===== config.mk =====
export PLATFORM = sky130hd
export DESIGN_NAME = alarm_timer_queue
export DESIGN_NICKNAME = d
export VERILOG_FILES = /design/src/hdl/atq_pkg.sv /design/src/hdl/atq_cell.sv /design/src/hdl/alarm_timer_queue.sv
export VERILOG_INCLUDE_DIRS = /design/src /design/src/hdl
export SDC_FILE = /design/constraint.sdc
export NUM_CORES = 2
export LEC_CHECK = 0
export ABC_AREA = 0
export BUFFER_PORTS_ARGS = -buffer_cell sky130_fd_sc_hd__buf_2
export CORE_AREA = 2 2 430 432
export CTS_CLUSTER_SIZE = 24
export DETAILED_ROUTE_END_ITERATION = 16
export DIE_AREA = 0 0 432 434
export GPL_ROUTABILITY_DRIVEN = 0
export PLACE_DENSITY = 0.65
export SYNTH_ARGS = -nofsm -noshare
export SYNTH_HDL_FRONTEND = slang
export SYNTH_HIERARCHICAL = 1
export SYNTH_SLANG_ARGS = --single-unit

===== constraint.sdc =====
create_clock -name clock -period 22.3 [get_ports clock]
set_input_delay 4.46 -clock clock [delete_from_list [all_inputs] [get_ports clock]]
set_output_delay 4.46 -clock clock [all_outputs]
set_load 0.05 [all_outputs]

===== src/hdl/alarm_timer_queue_defines.svh =====
// assertion macros for the alarm timer queue
`ifndef ALARM_TIMER_QUEUE_DEFINES_SVH
`define ALARM_TIMER_QUEUE_DEFINES_SVH

// same-cycle implication, checked outside reset
`define ATQ_ASSERT_SAME(label, ante, cons, msg) \
   label: assert property (@(posedge clock) disable iff (reset) (ante) |-> (cons)) \
      else $error(msg);

// next-cycle implication, checked outside reset
`define ATQ_ASSERT_NEXT(label, ante, cons, msg) \
   label: assert property (@(posedge clock) disable iff (reset) (ante) |=> (cons)) \
      else $error(msg);

`endif


===== src/hdl/atq_pkg.sv =====
// types, constants and helpers shared by the alarm timer queue
`default_nettype none
package atq_pkg;

   localparam int NUM_ALARMS  = 16;
   localparam int ID_BITS     = 16;
   localparam int MAX_RESULTS = 16;
   localparam int COUNT_BITS  = $clog2(MAX_RESULTS);

   typedef enum logic [1:0] {
      FN_SET    = 2'd0,
      FN_CANCEL = 2'd1,
      FN_TICK   = 2'd2
   } func_type;

   typedef enum logic [2:0] {
      ST_SET_NEW      = 3'd0,
      ST_SET_REPLACED = 3'd1,
      ST_SET_FULL     = 3'd2,
      ST_CANCELLED    = 3'd3,
      ST_NOT_FOUND    = 3'd4,
      ST_FIRED        = 3'd5
   } status_type;

   typedef enum logic [1:0] {
      OP_HOLD   = 2'd0,
      OP_REMOVE = 2'd1,
      OP_INSERT = 2'd2
   } cell_op_type;

   typedef struct packed {
      logic               valid;
      logic [ID_BITS-1:0] id;
      logic [31:0]        due;
      logic [31:0]        tag;
   } entry_type;

   typedef struct packed {
      cell_op_type        op;
      logic               match_en;
      logic [ID_BITS-1:0] key_id;
      entry_type          new_ent;
   } cell_ctrl_type;

   localparam entry_type EMPTY_ENTRY = '0;

   // wrap-safe: a is earlier than b
   function automatic logic earlier(input logic [31:0] a, input logic [31:0] b);
      logic [31:0] diff;
      diff = a - b;
      return diff[31];
   endfunction

   function automatic logic [ID_BITS-1:0] to_id(input logic [15:0] a);
      logic [ID_BITS+15:0] w;
      w = {{ID_BITS{1'b0}}, a};
      return w[ID_BITS-1:0];
   endfunction

   function automatic logic [15:0] from_id(input logic [ID_BITS-1:0] a);
      logic [ID_BITS+15:0] w;
      w = {16'b0, a};
      return w[15:0];
   endfunction

endpackage
`default_nettype wire


===== src/hdl/atq_cell.sv =====
// one slot of the sorted alarm chain
`default_nettype none
module atq_cell import atq_pkg::*; (
   input  wire logic          clock,
   input  wire logic          reset,
   input  wire cell_ctrl_type ctrl,
   input  wire entry_type     left_ent,
   input  wire entry_type     right_ent,
   input  wire logic          rm_in,
   input  wire logic          ins_in,
   output entry_type          entry,
   output logic               rm_out,
   output logic               ins_out
);

   entry_type entry_ff, entry_in;
   logic      match;

   assign match   = ctrl.match_en & entry_ff.valid & (entry_ff.id == ctrl.key_id);
   assign rm_out  = rm_in | match;
   // still ahead of the new alarm
   assign ins_out = ins_in & entry_ff.valid & earlier(entry_ff.due, ctrl.new_ent.due);
   assign entry   = entry_ff;

   always_comb begin
      entry_in = entry_ff;
      unique case (ctrl.op)
         OP_REMOVE: begin
            if (rm_out) entry_in = right_ent;
         end
         OP_INSERT: begin
            if (!ins_out) entry_in = ins_in ? ctrl.new_ent : left_ent;
         end
         OP_HOLD: ;
         default: ;
      endcase
   end

   always_ff @(posedge clock) begin
      if (reset) begin
         entry_ff.valid <= 1'b0;
      end else begin
         entry_ff <= entry_in;
      end
   end

endmodule
`default_nettype wire


===== src/hdl/alarm_timer_queue.sv =====
// top level: sorted one-shot alarm queue built as a chain of slot cells
// order: a set word is registered out of S_REMOVE then S_INSERT, a cancel word out of S_REMOVE,
//   the first fired word out of S_POP and each later fired word in the cycle after the one before
// the sequencer drives the shared cell chain one operation a cycle: remove then insert for a set,
//   remove for a cancel, one pop per fired alarm (an empty pop when none is due) for a tick
// reset: synchronous, clears the seconds counter and slot valid bits; receiver cannot stall
`default_nettype none
`include "alarm_timer_queue_defines.svh"
module alarm_timer_queue import atq_pkg::*; (
   input  wire logic        clock,
   input  wire logic        reset,
   input  wire logic        start,
   output logic             busy,
   input  wire logic [1:0]  req_func,
   input  wire logic [15:0] req_alarm_key,
   input  wire logic [15:0] req_delay_seconds,
   input  wire logic [31:0] req_user_tag,
   output logic             rsp_strobe,
   output logic [2:0]       rsp_status,
   output logic [15:0]      rsp_fired_id,
   output logic [31:0]      rsp_fired_tag,
   output logic             rsp_last
);

   // one-hot sequencer
   typedef enum logic [3:0] {
      S_IDLE   = 4'b0001,
      S_REMOVE = 4'b0010,
      S_INSERT = 4'b0100,
      S_POP    = 4'b1000
   } state_type;

   state_type            state_ff, state_in;
   logic [31:0]          now_ff, now_in;
   func_type             func_ff, func_in;
   logic [ID_BITS-1:0]   id_ff, id_in;
   logic [31:0]          due_ff, due_in;
   logic [31:0]          tag_ff, tag_in;
   status_type           set_status_ff, set_status_in;
   logic [COUNT_BITS-1:0] count_ff, count_in;

   logic                 rsp_strobe_ff, rsp_strobe_in;
   status_type           rsp_status_ff, rsp_status_in;
   logic [15:0]          rsp_id_ff, rsp_id_in;
   logic [31:0]          rsp_tag_ff, rsp_tag_in;
   logic                 rsp_last_ff, rsp_last_in;

   // chain wiring
   cell_ctrl_type        ctrl;
   logic                 pop_head;
   entry_type            ent [NUM_ALARMS];
   logic                 rm_chain  [NUM_ALARMS+1];
   logic                 ins_chain [NUM_ALARMS+1];

   logic any_match, list_full, head_due, next_due, fire_last;

   assign rm_chain[0]  = pop_head;
   assign ins_chain[0] = 1'b1;

   genvar gi;
   generate
      for (gi = 0; gi < NUM_ALARMS; gi++) begin : g_cell
         entry_type left_ent, right_ent;
         if (gi == 0) begin : g_first
            assign left_ent = EMPTY_ENTRY;
         end else begin : g_mid_l
            assign left_ent = ent[gi-1];
         end
         if (gi == NUM_ALARMS-1) begin : g_last
            assign right_ent = EMPTY_ENTRY;
         end else begin : g_mid_r
            assign right_ent = ent[gi+1];
         end
         atq_cell u_cell (
            .clock     (clock),
            .reset     (reset),
            .ctrl      (ctrl),
            .left_ent  (left_ent),
            .right_ent (right_ent),
            .rm_in     (rm_chain[gi]),
            .ins_in    (ins_chain[gi]),
            .entry     (ent[gi]),
            .rm_out    (rm_chain[gi+1]),
            .ins_out   (ins_chain[gi+1])
         );
      end
   endgenerate

   // id match anywhere in the list, seen at the tail of the or chain
   assign any_match = rm_chain[NUM_ALARMS];
   assign list_full = ent[NUM_ALARMS-1].valid;
   // a due follower keeps the burst going, up to MAX_RESULTS words, else this firing is the last word
   assign head_due  = ent[0].valid & !earlier(now_ff, ent[0].due);
   assign next_due  = ent[1].valid & !earlier(now_ff, ent[1].due);
   assign fire_last = !next_due || (count_ff == COUNT_BITS'(MAX_RESULTS-1));

   assign busy = (state_ff != S_IDLE);

   always_comb begin
      state_in      = state_ff;
      now_in        = now_ff;
      func_in       = func_ff;
      id_in         = id_ff;
      due_in        = due_ff;
      tag_in        = tag_ff;
      set_status_in = set_status_ff;
      count_in      = count_ff;
      rsp_strobe_in = 1'b0;
      rsp_status_in = rsp_status_ff;
      rsp_id_in     = rsp_id_ff;
      rsp_tag_in    = rsp_tag_ff;
      rsp_last_in   = rsp_last_ff;
      pop_head      = 1'b0;

      ctrl.op            = OP_HOLD;
      ctrl.match_en      = 1'b0;
      ctrl.key_id        = id_ff;
      ctrl.new_ent.valid = 1'b1;
      ctrl.new_ent.id    = id_ff;
      ctrl.new_ent.due   = due_ff;
      ctrl.new_ent.tag   = tag_ff;

      unique case (state_ff)
         S_IDLE: begin
            if (start) begin
               func_in  = func_type'(req_func);
               id_in    = to_id(req_alarm_key);
               due_in   = now_ff + {16'b0, req_delay_seconds};
               tag_in   = req_user_tag;
               count_in = '0;
               unique case (req_func)
                  FN_SET, FN_CANCEL: begin
                     state_in = S_REMOVE;
                  end
                  FN_TICK: begin
                     now_in   = now_ff + 32'd1;
                     state_in = S_POP;
                  end
                  default: ; // unused code: dropped without a word
               endcase
            end
         end
         S_REMOVE: begin
            // drop any slot with this id, closing the gap
            ctrl.op       = OP_REMOVE;
            ctrl.match_en = 1'b1;
            rsp_id_in     = from_id(id_ff);
            rsp_tag_in    = '0;
            rsp_last_in   = 1'b1;
            if (func_ff == FN_CANCEL) begin
               rsp_strobe_in = 1'b1;
               rsp_status_in = any_match ? ST_CANCELLED : ST_NOT_FOUND;
               state_in      = S_IDLE;
            end else if (!any_match && list_full) begin
               rsp_strobe_in = 1'b1;
               rsp_status_in = ST_SET_FULL;
               state_in      = S_IDLE;
            end else begin
               set_status_in = any_match ? ST_SET_REPLACED : ST_SET_NEW;
               state_in      = S_INSERT;
            end
         end
         S_INSERT: begin
            // new alarm goes ahead of the first slot not earlier than it
            ctrl.op       = OP_INSERT;
            rsp_strobe_in = 1'b1;
            rsp_status_in = set_status_ff;
            state_in      = S_IDLE;
         end
         S_POP: begin
            ctrl.op = OP_REMOVE;
            if (head_due) begin
               pop_head      = 1'b1;
               rsp_strobe_in = 1'b1;
               rsp_status_in = ST_FIRED;
               rsp_id_in     = from_id(ent[0].id);
               rsp_tag_in    = ent[0].tag;
               rsp_last_in   = fire_last;
               count_in      = count_ff + COUNT_BITS'(1);
               if (fire_last) state_in = S_IDLE;
            end else begin
               state_in = S_IDLE;
            end
         end
         default: begin
            state_in = S_IDLE;
         end
      endcase
   end

   always_ff @(posedge clock) begin
      if (reset) begin
         state_ff      <= S_IDLE;
         now_ff        <= '0;
         rsp_strobe_ff <= 1'b0;
      end else begin
         state_ff      <= state_in;
         now_ff        <= now_in;
         rsp_strobe_ff <= rsp_strobe_in;
      end
   end

   // request and result word payload, no reset needed
   always_ff @(posedge clock) begin
      func_ff       <= func_in;
      id_ff         <= id_in;
      due_ff        <= due_in;
      tag_ff        <= tag_in;
      set_status_ff <= set_status_in;
      count_ff      <= count_in;
      rsp_status_ff <= rsp_status_in;
      rsp_id_ff     <= rsp_id_in;
      rsp_tag_ff    <= rsp_tag_in;
      rsp_last_ff   <= rsp_last_in;
   end

   assign rsp_strobe    = rsp_strobe_ff;
   assign rsp_status    = rsp_status_ff;
   assign rsp_fired_id  = rsp_id_ff;
   assign rsp_fired_tag = rsp_tag_ff;
   assign rsp_last      = rsp_last_ff;

   // a burst of fired words runs without gaps until its last word
   `ATQ_ASSERT_NEXT(a_fire_burst, rsp_strobe && !rsp_last, rsp_strobe && rsp_status == ST_FIRED, "fired burst broken")
   // set and cancel give a single word
   `ATQ_ASSERT_SAME(a_single_word, rsp_strobe && rsp_status != ST_FIRED, rsp_last, "set or cancel word not last")
   // only fired words carry a tag
   `ATQ_ASSERT_SAME(a_tag_zero, rsp_strobe && rsp_status != ST_FIRED, rsp_fired_tag == 32'd0, "tag on non-fired word")

endmodule
`default_nettype wire

==> impl_metrics.csv <==
group,metric,value,unit
hold_path,worstHoldStart,"set_status_ff[0]$_DFFE_PP_",
floorplanning,ios,123,
sta,finClkSkew,0.0477,ns
floorplanning,die_y,434,um
run_status,outcome,"complete, no violations",
routing,drtIter0Drc,5544,
sta,setup_viol,0,
finish,layout-drive-gt1-share,0.0696,
setup_path,critPathMaxStageDelay,0.92,ns
floorplanning,dieArea,187000,um^2
clock_network,clock_path_buffers,3,
setup_path,crit_required,22.83,ns
pwr,vdd_drop_max,0.0570,mV
floorplanning,num_rows,157,
setup_path,cp.arrival,12.03,ns
finish,area_growth,10.4,%
clock_network,cts_sinks,1472,
placement,place_area,95200,um^2
sta,drv_slew,0,
sta,slew_headroom,0.198,
hold_path,hold_depth,2,
sta,min_period_over_period,0.515,
clock_network,cts_max_level,4,
synthesis,syn-instance-count,8894,
synthesis,synth_area,91100,um^2
grt,grt.total_usage,0.266,
finish,stdcell_area,101000,um^2
floorplanning,start_util,0.499,
setup_path,path_class,"reg2reg",
clock_network,cts_setup_buffers,0,
sta,worst_pin_slew,1.20,ns
sta,hold_ws,0.533,ns
clock_network,clk_pin_slew,0.06,ns
grt,antenna_found_initial,2,
routing,wire_per_inst,22.0,um
setup_path,path_buf_inv,5,
clock_network,holdBufCountCts,0,
placement,post-place-cells,11300,
sta,hold_viol_final,0,
setup_path,rrSetupSlack,10.81,ns
sta,period_needed,11.49,ns
setup_path,critPathSlowestCell,"buf_4",
job,maxCapViolCount,0,
synthesis,synth_area_per_cell,10.2,um^2
routing,drcViolationCount,0,
finish,diodes,0,
routing,avgViaCountPerCell,5.82,
setup_path,crit_top_cell,"nor2_4",
hold_path,hold_class,"reg2reg",
setup_path,cp_max_fo,84,
grt,grt_max_degree,103,
sta,rsz0062_at_grt,"false",
setup_path,r2r-start,"due_ff[2]$_DFFE_PP_",
pwr,power_leakage,36.4,nW
clock_network,cts_tree,"yes",
routing,postRouteAntennaNets,0,
setup_path,cp-start-kind,"flop",
routing,vias,67400,
synthesis,yosys_warnings,6,
finish,fin_nets,9713,
clock_network,clockRootBuffer,"clkbuf_16",
routing,wl,254000,um
placement,io_buffers,122,
clock_network,clk_latency,0.85,ns
sta,fmax,87.0,MHz
grt,grt_pass1_wl,390000,um
finish,post-route-util,0.551,
pwr,p_per_area,61.4,nW/um^2
setup_path,crit_cells,37,
sta,fin_tns_setup,0,ns
hold_path,holdPathEnd,"rsp_status[0]$_DFFE_PP_",
finish,instances_no_fill,11600,
clock_network,numCtsBuffers,167,
grt,grt_overflow,0,
routing,drt_pre_antenna_iters,8,
finish,fillers,15900,
grt,grt_pass1_vias,66500,
floorplanning,fp.dieW,432,um
setup_path,reg2reg_depth,37,
setup_path,cp-end-kind,"flop",
setup_path,critical-path-top-delay-family,"simple AND/OR/NAND/NOR gates",
floorplanning,coreArea,182000,um^2
placement,dpl.hpwl,169000,um
setup_path,rr_endpoint,"g_cell[15].u_cell/entry[38]$_DFFE_PP_",
clock_network,ctsResizeCount,0,
[worst max-delay path by stage]
stage,start,endpoint
after floorplan,due_ff[29]$_DFFE_PP_,g_cell[15].u_cell/entry[0]$_DFFE_PP_
after global placement,due_ff[2]$_DFFE_PP_,g_cell[15].u_cell/entry[32]$_DFFE_PP_
after detailed placement,due_ff[2]$_DFFE_PP_,g_cell[15].u_cell/entry[44]$_DFFE_PP_
after CTS,due_ff[2]$_DFFE_PP_,g_cell[15].u_cell/entry[39]$_DFFE_PP_
after global routing,due_ff[2]$_DFFE_PP_,g_cell[15].u_cell/entry[70]$_DFFE_PP_
final,due_ff[2]$_DFFE_PP_,g_cell[15].u_cell/entry[38]$_DFFE_PP_
[tightest hold or removal path, delay by kind of cell (launching register included)]
kind	cells	cell delay (ns)
AO/OA/AOI/OAI	1	0.06
AND/OR/NAND/NOR	1	0.04
flip-flops	1	0.32
[through the flow]
stage          setup slack (ns)  power (mW)
4_1_cts                   10.83        6.23
6_report                  10.81        6.18
2_1_floorplan              3.94        3.37
3_3_place_gp              10.99        3.47
5_1_grt                   10.24        6.38
3_5_place_dp              10.89        3.49
[layout make-up]
class / count / area [um^2] / area share
clock buffer: 213 / 4400 / 0.0438
multi-input combinational: 6524 / 44500 / 0.442
inverter: 615 / 2310 / 0.0230
timing repair buffer: 273 / 1770 / 0.0176
tap: 2385 / 2980 / 0.0297
clock inverter: 97 / 976 / 0.00970
sequential: 1472 / 43700 / 0.434
[state kept, by name, indices dropped and copies added (netlist names)]
register,flops
set_status_ff,1
count_ff,4
state_ff,4
rsp_status,3
due_ff,32
rsp_fired_tag,32
rsp_strobe,1
g_cell.u_cell/entry,1296
rsp_last,1
id_ff,16
rsp_fired_id,16
func_ff,2
tag_ff,32
now_ff,32
[layout by cell type, fill, tap and decap left out, drive strengths merged, types with 89 or more instances in the layout]
cell type / instances
a21oi: 1571
buf: 273
clkbuf: 213
conb: 180
edfxtp: 1419
ha: 590
inv: 624
mux2i: 1308
nand2: 344
nand4: 89
nor2: 1439
o21ai: 129
xnor2: 303
[power breakdown]
part	switching, mW	total, mW	internal, mW
combinational	0.243	0.374	0.131
sequential	0.0348	3.06	3.03
clock	1.20	2.74	1.54
total	1.48	6.18	4.70
[routing by layer]
metal  wire [um]  share of wire  global-route usage
met1      111000           0.44               0.361
met2      117000           0.46               0.431
met3       18200          0.072              0.0462
met4        7540          0.030              0.0868
met5          77        0.00030             0.00286
(Power assumes the default switching activity.)
